`src/rtl/hsvrgb_pkg.sv`:
```
// Package for the HSV to RGB converter: fixed-point constants, the hue
// sector type and the pipeline control struct. It depends on nothing.
package hsvrgb_pkg;

	localparam int HUE_W        = 13;
	localparam int SV_W         = 9;
	localparam int CH_W         = 9;
	localparam int Q_ONE        = 256;
	localparam int SECTOR_UNITS = 960;
	localparam int MAX_SECTOR   = ((1 << HUE_W) - 1) / SECTOR_UNITS;
	localparam int REM_W        = 10;
	localparam int FRAC_W       = 8;
	localparam int FRAC_RECIP   = 4370;
	localparam int RECIP_SHIFT  = 16;
	localparam int NUM_STAGES   = 5;

	typedef enum logic [2:0] {
		SECT_0 = 3'd0,
		SECT_1 = 3'd1,
		SECT_2 = 3'd2,
		SECT_3 = 3'd3,
		SECT_4 = 3'd4,
		SECT_5 = 3'd5
	} sector_t;

	typedef struct packed {
		logic [NUM_STAGES-1:0] load;
		logic                  in_ready;
		logic                  out_valid;
	} pipe_ctrl_t;

endpackage

```
`src/rtl/hsvrgb_if.sv`:
```
// Channel interfaces of the HSV to RGB converter: the HSV input beat and the
// RGB result beat, each with valid and ready. They depend on hsvrgb_pkg.
interface hsvrgb_hsv_if;
	import hsvrgb_pkg::*;
	logic               valid;
	logic               ready;
	logic [HUE_W-1:0]   hue;
	logic [SV_W-1:0]    sat_val;
	modport source(output valid, hue, sat_val, input ready);
	modport sink(input valid, hue, sat_val, output ready);
endinterface

interface hsvrgb_rgb_if;
	import hsvrgb_pkg::*;
	logic               valid;
	logic               ready;
	logic [CH_W-1:0]    red;
	logic [CH_W-1:0]    green;
	logic [CH_W-1:0]    blue;
	modport source(output valid, red, green, blue, input ready);
	modport sink(input valid, red, green, blue, output ready);
endinterface

```
`src/rtl/hsvrgb_pipe_ctrl.sv`:
```
// Valid bits and per-stage load enables of the converter pipeline.
// Depends on hsvrgb_pkg; a stage loads when it is empty or its successor loads.
module hsvrgb_pipe_ctrl (
	input  logic                    clk,
	input  logic                    arst_n,
	input  logic                    in_valid,
	input  logic                    out_ready,
	output hsvrgb_pkg::pipe_ctrl_t  ctrl
);
	import hsvrgb_pkg::*;

	logic [NUM_STAGES-1:0] vld_q;
	logic [NUM_STAGES-1:0] ld;

	always_comb begin
		ld[NUM_STAGES-1] = !vld_q[NUM_STAGES-1] || out_ready;
		for (int k = NUM_STAGES - 2; k >= 0; k--) begin
			ld[k] = !vld_q[k] || ld[k+1];
		end
	end

	always_ff @(posedge clk or negedge arst_n) begin
		if (!arst_n) begin
			vld_q <= '0;
		end else begin
			if (ld[0]) begin
				vld_q[0] <= in_valid;
			end
			for (int k = 1; k < NUM_STAGES; k++) begin
				if (ld[k]) begin
					vld_q[k] <= vld_q[k-1];
				end
			end
		end
	end

	assign ctrl.load      = ld;
	assign ctrl.in_ready  = ld[0];
	assign ctrl.out_valid = vld_q[NUM_STAGES-1];

endmodule

```
`src/rtl/hsv_to_rgb_combined_sv_core.sv`:
```
// Top level of the HSV to RGB converter with a combined saturation/value
// control. Depends on hsvrgb_pkg, hsvrgb_if and hsvrgb_pipe_ctrl.
//
// Usage: an input beat on the hsv channel carries a hue in sixteenths of a
// degree and a combined saturation/value control in Q8. For each input beat
// exactly one beat leaves on the rgb channel with the red, green and blue
// intensities in Q8, in the order the inputs were taken.
// The datapath is a five-stage pipeline: sector and control decode, the
// sector fraction, the saturation products, the value products and the
// channel selection. One beat per cycle is sustained while the receiver is
// ready; a receiver stall holds the flow, as described below.
// Reset clears every stage valid bit, so no result is presented until new
// input beats arrive. When the receiver stalls, the last stage holds its
// result and earlier stages keep filling any empty slots, so input beats are
// still taken until all five stages are occupied; nothing is lost or
// repeated.
module hsv_to_rgb_combined_sv_core (
	input  logic                clk,
	input  logic                arst_n,
	hsvrgb_hsv_if.sink          hsv,
	hsvrgb_rgb_if.source        rgb
);
	import hsvrgb_pkg::*;

	pipe_ctrl_t ctrl;

	hsvrgb_pipe_ctrl u_ctrl (
		.clk       (clk),
		.arst_n    (arst_n),
		.in_valid  (hsv.valid),
		.out_ready (rgb.ready),
		.ctrl      (ctrl)
	);

	assign hsv.ready = ctrl.in_ready;
	assign rgb.valid = ctrl.out_valid;

	// Stage 1: control mapping and hue sector.
	logic [SV_W-1:0]   sv_c;
	logic [CH_W-1:0]   s_n;
	logic [CH_W-1:0]   v_n;
	logic [3:0]        sec_cnt;
	logic [HUE_W-1:0]  sec_base;
	sector_t           sec_n;
	logic [CH_W-1:0]   s_s1;
	logic [CH_W-1:0]   v_s1;
	sector_t           sec_s1;
	logic [REM_W-1:0]  rem_s1;

	always_comb begin
		sv_c = (hsv.sat_val > SV_W'(Q_ONE)) ? SV_W'(Q_ONE) : hsv.sat_val;
		if (sv_c >= SV_W'(Q_ONE / 2)) begin
			s_n = CH_W'((SV_W + 1)'(2 * Q_ONE) - {sv_c, 1'b0});
			v_n = CH_W'(Q_ONE);
		end else begin
			s_n = CH_W'(Q_ONE);
			v_n = {sv_c[CH_W-2:0], 1'b0};
		end
		sec_cnt = '0;
		for (int k = 1; k <= MAX_SECTOR; k++) begin
			if (hsv.hue >= HUE_W'(k * SECTOR_UNITS)) begin
				sec_cnt = 4'(k);
			end
		end
		sec_base = HUE_W'(sec_cnt * SECTOR_UNITS);
		if (sec_cnt <= 4'(SECT_5)) begin
			sec_n = sector_t'(sec_cnt[2:0]);
		end else begin
			sec_n = SECT_0;
		end
	end

	always_ff @(posedge clk) begin
		if (ctrl.load[0]) begin
			s_s1   <= s_n;
			v_s1   <= v_n;
			sec_s1 <= sec_n;
			rem_s1 <= REM_W'(hsv.hue - sec_base);
		end
	end

	// Stage 2: fraction within the sector, rem * 256 / 960 by reciprocal.
	logic [23:0]       f_prod;
	logic [CH_W-1:0]   s_s2;
	logic [CH_W-1:0]   v_s2;
	sector_t           sec_s2;
	logic [FRAC_W-1:0] f_s2;

	assign f_prod = 24'({rem_s1, 2'b00}) * 24'(FRAC_RECIP);

	always_ff @(posedge clk) begin
		if (ctrl.load[1]) begin
			s_s2   <= s_s1;
			v_s2   <= v_s1;
			sec_s2 <= sec_s1;
			f_s2   <= f_prod[RECIP_SHIFT +: FRAC_W];
		end
	end

	// Stage 3: saturation scaled by the fraction and its complement.
	logic [CH_W-1:0]   fc;
	logic [16:0]       sf_prod;
	logic [16:0]       sg_prod;
	logic [CH_W-1:0]   sf_s3;
	logic [CH_W-1:0]   sg_s3;
	logic [CH_W-1:0]   p_s3;
	logic [CH_W-1:0]   v_s3;
	sector_t           sec_s3;

	assign fc      = CH_W'(Q_ONE) - CH_W'(f_s2);
	assign sf_prod = 17'(s_s2) * 17'(f_s2);
	assign sg_prod = 17'(s_s2) * 17'(fc);

	always_ff @(posedge clk) begin
		if (ctrl.load[2]) begin
			sf_s3  <= sf_prod[16:8];
			sg_s3  <= sg_prod[16:8];
			p_s3   <= CH_W'(Q_ONE) - s_s2;
			v_s3   <= v_s2;
			sec_s3 <= sec_s2;
		end
	end

	// Stage 4: value times each of the factors p, q and t.
	logic [CH_W-1:0]   q_f;
	logic [CH_W-1:0]   t_f;
	logic [16:0]       vp_prod;
	logic [16:0]       vq_prod;
	logic [16:0]       vt_prod;
	logic [CH_W-1:0]   vp_s4;
	logic [CH_W-1:0]   vq_s4;
	logic [CH_W-1:0]   vt_s4;
	logic [CH_W-1:0]   v_s4;
	sector_t           sec_s4;

	assign q_f     = CH_W'(Q_ONE) - sf_s3;
	assign t_f     = CH_W'(Q_ONE) - sg_s3;
	assign vp_prod = 17'(v_s3) * 17'(p_s3);
	assign vq_prod = 17'(v_s3) * 17'(q_f);
	assign vt_prod = 17'(v_s3) * 17'(t_f);

	always_ff @(posedge clk) begin
		if (ctrl.load[3]) begin
			vp_s4  <= vp_prod[16:8];
			vq_s4  <= vq_prod[16:8];
			vt_s4  <= vt_prod[16:8];
			v_s4   <= v_s3;
			sec_s4 <= sec_s3;
		end
	end

	// Stage 5: channel assignment by sector.
	logic [CH_W-1:0] red_n;
	logic [CH_W-1:0] green_n;
	logic [CH_W-1:0] blue_n;
	logic [CH_W-1:0] red_s5;
	logic [CH_W-1:0] green_s5;
	logic [CH_W-1:0] blue_s5;

	always_comb begin
		case (sec_s4)
			SECT_1: begin
				red_n = vq_s4; green_n = v_s4; blue_n = vp_s4;
			end
			SECT_2: begin
				red_n = vp_s4; green_n = v_s4; blue_n = vt_s4;
			end
			SECT_3: begin
				red_n = vp_s4; green_n = vq_s4; blue_n = v_s4;
			end
			SECT_4: begin
				red_n = vt_s4; green_n = vp_s4; blue_n = v_s4;
			end
			SECT_5: begin
				red_n = v_s4; green_n = vp_s4; blue_n = vq_s4;
			end
			default: begin
				red_n = v_s4; green_n = vt_s4; blue_n = vp_s4;
			end
		endcase
	end

	always_ff @(posedge clk) begin
		if (ctrl.load[4]) begin
			red_s5   <= red_n;
			green_s5 <= green_n;
			blue_s5  <= blue_n;
		end
	end

	assign rgb.red   = red_s5;
	assign rgb.green = green_s5;
	assign rgb.blue  = blue_s5;

	// The input is refused only when the whole pipeline is full and stalled.
	a_full_when_refused: assert property (@(posedge clk) disable iff (!arst_n)
		!hsv.ready |-> (rgb.valid && !rgb.ready))
		else $error("input refused while the pipeline has room");

	// No channel of a result exceeds full intensity.
	a_channel_range: assert property (@(posedge clk) disable iff (!arst_n)
		rgb.valid |-> (rgb.red <= CH_W'(Q_ONE) && rgb.green <= CH_W'(Q_ONE)
			&& rgb.blue <= CH_W'(Q_ONE)))
		else $error("result channel above full intensity");

	// Each value product stays at or below the value itself.
	a_products_bounded: assert property (@(posedge clk) disable iff (!arst_n)
		ctrl.load[4] |-> (vp_s4 <= v_s4 && vq_s4 <= v_s4 && vt_s4 <= v_s4))
		else $error("value product above the value");

endmodule

```
`src/flat_wrapper.sv`:
```
// flat-port wrapper written by rule: the top's interface ports become plain ports
module hsv_to_rgb_combined_sv_core_flat import hsvrgb_pkg::*;
  (clk, arst_n, hsv_valid, hsv_hue, hsv_sat_val, hsv_ready, rgb_valid, rgb_red, rgb_green, rgb_blue, rgb_ready);
  hsvrgb_hsv_if hsv_i ();
  hsvrgb_rgb_if rgb_i ();
  input  logic clk;
  input  logic arst_n;
  input wire logic [$bits(hsv_i.valid)-1:0] hsv_valid;
  input wire logic [$bits(hsv_i.hue)-1:0] hsv_hue;
  input wire logic [$bits(hsv_i.sat_val)-1:0] hsv_sat_val;
  output wire logic [$bits(hsv_i.ready)-1:0] hsv_ready;
  output wire logic [$bits(rgb_i.valid)-1:0] rgb_valid;
  output wire logic [$bits(rgb_i.red)-1:0] rgb_red;
  output wire logic [$bits(rgb_i.green)-1:0] rgb_green;
  output wire logic [$bits(rgb_i.blue)-1:0] rgb_blue;
  input wire logic [$bits(rgb_i.ready)-1:0] rgb_ready;
  assign hsv_i.valid = hsv_valid;
  assign hsv_i.hue = hsv_hue;
  assign hsv_i.sat_val = hsv_sat_val;
  assign hsv_ready = hsv_i.ready;
  assign rgb_valid = rgb_i.valid;
  assign rgb_red = rgb_i.red;
  assign rgb_green = rgb_i.green;
  assign rgb_blue = rgb_i.blue;
  assign rgb_i.ready = rgb_ready;
  hsv_to_rgb_combined_sv_core u_core (.clk(clk), .arst_n(arst_n), .hsv(hsv_i), .rgb(rgb_i));
endmodule
```
`config.mk`:
```
export PLATFORM = sky130hd
export DESIGN_NAME = hsv_to_rgb_combined_sv_core_flat
export DESIGN_NICKNAME = d
export VERILOG_FILES = /design/src/rtl/hsvrgb_pkg.sv /design/src/rtl/hsvrgb_if.sv /design/src/rtl/hsvrgb_pipe_ctrl.sv /design/src/rtl/hsv_to_rgb_combined_sv_core.sv /design/src/flat_wrapper.sv
export SDC_FILE = /design/constraint.sdc
export NUM_CORES = 1
export LEC_CHECK = 0
export BUFFER_PORTS_ARGS = -buffer_cell sky130_fd_sc_hd__buf_2
export CELL_PAD_IN_SITES_DETAIL_PLACEMENT = 0
export CELL_PAD_IN_SITES_GLOBAL_PLACEMENT = 1
export CORE_ASPECT_RATIO = 1.4
export CORE_MARGIN = 3
export CORE_UTILIZATION = 56
export CTS_CLUSTER_SIZE = 8
export DETAILED_ROUTE_END_ITERATION = 10
export PLACE_DENSITY = 0.95
export SLEW_MARGIN = 20
export SYNTH_ARGS = -nofsm -noshare
export SYNTH_HDL_FRONTEND = slang
export SYNTH_SLANG_ARGS = --single-unit
```
`constraint.sdc`:
```
create_clock -name clk -period 15.1 [get_ports clk]
set_input_delay 0.755 -clock clk [delete_from_list [all_inputs] [get_ports clk]]
set_output_delay 0.755 -clock clk [all_outputs]
set_load 0.05 [all_outputs]
```
==> results.sh <==
export IMPL_ys_flop_type="edfxtp_1"
export IMPL_clockBufferDepth=2
export IMPL_hold_buffers=0
export IMPL_hp_class="primary input to async pin"
export IMPL_worstPathArrival_ps=6260
export IMPL_cts_root_buf="clkbuf_16"
export IMPL_slowest_stage="fa_1"
export IMPL_dieHeight_um=217
export IMPL_drtPass1Iterations=7
export IMPL_grt_remaining_overflow=0
export IMPL_cts_tree="done"
export IMPL_finalMaxSlewViolations=0
export IMPL_async_reset_ff_share_pct=3.07
export IMPL_regToRegSetupSlack_ps=9030
export IMPL_syn_num_nets=2211
export IMPL_status="finished, final reports clean"
export IMPL_place_congestion=0.833
export IMPL_grt_pass1_wl_um=58500
export IMPL_cp_start_kind="register"
export IMPL_coreArea_mm2=0.0310
export IMPL_worstPathRequired_ps=15290
export IMPL_r2r_cells=21
export IMPL_fin_crit_ps=6070
export IMPL_totalNegativeSetupSlack_ps=0
export IMPL_synth_cell_types=58
export IMPL_rsz0062_at_grt="no"
export IMPL_fin_hold_ws_ps=119
export IMPL_clock_skew_ps=13.7
export IMPL_io_buffers=54
export IMPL_timing_slew_headroom_pct=33.4
export IMPL_layout_drive_gt1_share_pct=6.30
export IMPL_die_area_mm2=0.0340
export IMPL_viasPerCell=5.41
export IMPL_worstPathMaxFanout=9
export IMPL_fin_ws_ps=9030
export IMPL_max_freq_mhz=165
export IMPL_cts_setup_buffers=0
export IMPL_ys_seq_area_share_pct=27.4
export IMPL_cts_resized=0
export IMPL_synthCells=1772
export IMPL_ys_seq_elements=163
export IMPL_pre_cts_ws_ps=9030
export IMPL_maxCapViolCount=0
export IMPL_h_tree_depth=4
export IMPL_dp_hpwl_um=27500
export IMPL_start_util_pct=57.4
export IMPL_avgSynthCellArea_um2=10.0
export IMPL_clkLatencyLatePin_ps=440
export IMPL_fp_dieW_um=157
export IMPL_synth_area_mm2=0.0178
export IMPL_nFillCells=2572
export IMPL_endpoint_kind="register"
export IMPL_drt_antenna_violating_nets=0
export IMPL_drt_total_wl_um=34300
export IMPL_yosysWarnings=0
export IMPL_antenna_found_initial=1
export IMPL_path_cells="inv_1 > ha_1 > nand2_1 > or3_1 > xor2_1 > nand2_1 > fa_1 > fa_1 > inv_1 > fa_1 > inv_1 > fa_1 > inv_1 > ha_1 > or4_1 > a31oi_1 > a21oi_1 > a41o_1 > o31a_1 > a21oi_2 > xnor2_1"
export IMPL_max_stage_delay_ps=540
export IMPL_worstSetupPathType="register to register"
export IMPL_drc=0
export IMPL_final_hold_violation_count=0
export IMPL_worst_slew_pin_slew_ps=1000
export IMPL_numCtsBuffers=17
export IMPL_grt_pass1_vias=12600
export IMPL_clkSlewWorstSetupHoldPaths_ps=80
export IMPL_drtIter0Drc=511
export IMPL_via_count=11900
export IMPL_grt_max_degree=58
export IMPL_io_pins=55
export IMPL_setup_violations=0
export IMPL_wl_per_cell_um=15.6
export IMPL_nets=2235
export IMPL_rows=76
export IMPL_cts_sinks=163
export IMPL_synth_edf_count=158
export IMPL_grt_util_all_layers_pct=21.2
export IMPL_fin_crit_sh_pct=40.2
export IMPL_area_growth_pct=6.85
[cell usage in the layout (no fill, tap or decap), drive strengths merged, types with 41 or more instances in the layout]
master / n
fa: 200
and2: 200
nand2: 182
buf: 67
nor2: 74
o21ai: 46
edfxtp: 158
xnor2: 62
ha: 213
a21oi: 41
inv: 315
[cells in the mapped netlist (10+ instances only)]
| master | count | share of area [%] |
|---|---|---|
| a21oi_1 | 40 | 1.1 |
| fa_1 | 200 | 23 |
| nand2_1 | 182 | 3.8 |
| inv_1 | 307 | 6.5 |
| edfxtp_1 | 158 | 27 |
| nor2_1 | 74 | 1.6 |
| and2_1 | 200 | 7.0 |
| nand3_1 | 16 | 0.45 |
| nor3_1 | 22 | 0.62 |
| nand2b_1 | 11 | 0.39 |
| ha_1 | 213 | 15 |
| mux2i_1 | 15 | 0.84 |
| nor2b_1 | 10 | 0.35 |
| o21a_1 | 15 | 0.63 |
| o21ai_0 | 44 | 1.2 |
| clkbuf_1 | 56 | 1.2 |
| xnor2_1 | 62 | 3.1 |
| xor2_1 | 28 | 1.4 |
[worst paths after layout]
path,start,end
setup reg to reg,u_core.f_s2[1],u_core.sg_s3[8]
min in group clk,u_core.v_s2[1],u_core.v_s3[1]
hold reg to reg,u_core.v_s2[1],u_core.v_s3[1]
setup / recovery,u_core.f_s2[1],u_core.sg_s3[8]
hold / removal,arst_n,u_core.u_ctrl.vld_q[3]
max in group asynchronous,arst_n,u_core.u_ctrl.vld_q[4]
[state kept, by name, indices dropped and copies added, names as in the netlist]
| name | cells |
|---|---|
| u_core.v_s4 | 8 |
| u_core.s_s1 | 8 |
| u_core.rem_s1 | 10 |
| u_core.rgb.green | 9 |
| u_core.v_s1 | 8 |
| u_core.sec_s2 | 3 |
| u_core.sec_s4 | 3 |
| u_core.sec_s3 | 3 |
| u_core.vt_s4 | 9 |
| u_core.sg_s3 | 9 |
| u_core.vq_s4 | 9 |
| u_core.rgb.blue | 9 |
| u_core.sf_s3 | 9 |
| u_core.sec_s1 | 3 |
| u_core.vp_s4 | 9 |
| u_core.s_s2 | 8 |
| u_core.v_s3 | 8 |
| u_core.p_s3 | 8 |
| u_core.f_s2 | 8 |
| u_core.u_ctrl.vld_q | 5 |
| u_core.rgb.red | 9 |
| u_core.v_s2 | 8 |
[worst max-delay path, delay by kind of cell (launching register included)]
family / cells / cell delay (ps)
and+or+nand+nor: 4 / 1090
DFF: 1 / 500
AOI/OAI and AO/OA: 5 / 980
xor gates and xnor gates: 2 / 470
adders and majority gates: 6 / 2480
buffers and inverters: 4 / 290
[cells by family (layout without fill, tap and decap cells)]
family	after synthesis	after routing	share of synthesized area, %
other	0	1	0
AOI/OAI and AO/OA	158	158	5.66
DFF	163	163	27.4
buffers and inverters	369	406	7.79
adders and majority gates	416	416	37.7
muxes	23	23	1.35
xor gates and xnor gates	90	90	4.43
and+or+nand+nor	553	553	15.7
[layer usage]
layer	GRT usage, %	part of all wire [%]	up-vias	routed length (um)
met5	0	0	-	0
met4	7.62	2.7	0	927
met3	2.07	2.2	51	768
met2	40.4	55	205	18900
met1	24.4	40	5881	13700
li1	-	-	5764	-
[stage by stage]
stage,cell area [um^2],util [%],std cells
4_1_cts,19000,61.3,2199
2_1_floorplan,17800,-,1772
3_3_place_gp,18400,59.4,2167
6_report,19000,61.3,2200
3_5_place_dp,18400,59.4,2167
5_1_grt,19000,61.3,2200
[final cells by class]
class	count	area, um^2	area share [%]
Antenna cell	1	2.50	0.0132
Clock buffer	18	429	2.26
Tap cell	390	488	2.57
Clock inverter	14	160	0.843
Multi-Input combinational cell	1240	11500	60.7
Timing Repair Buffer	67	368	1.94
Inverter	307	1150	6.06
Sequential cell	163	4870	25.6
Power is left out: the tool's default activity adds up to more than one toggle a clock period on the data nets, which glitch-free logic cannot reach.
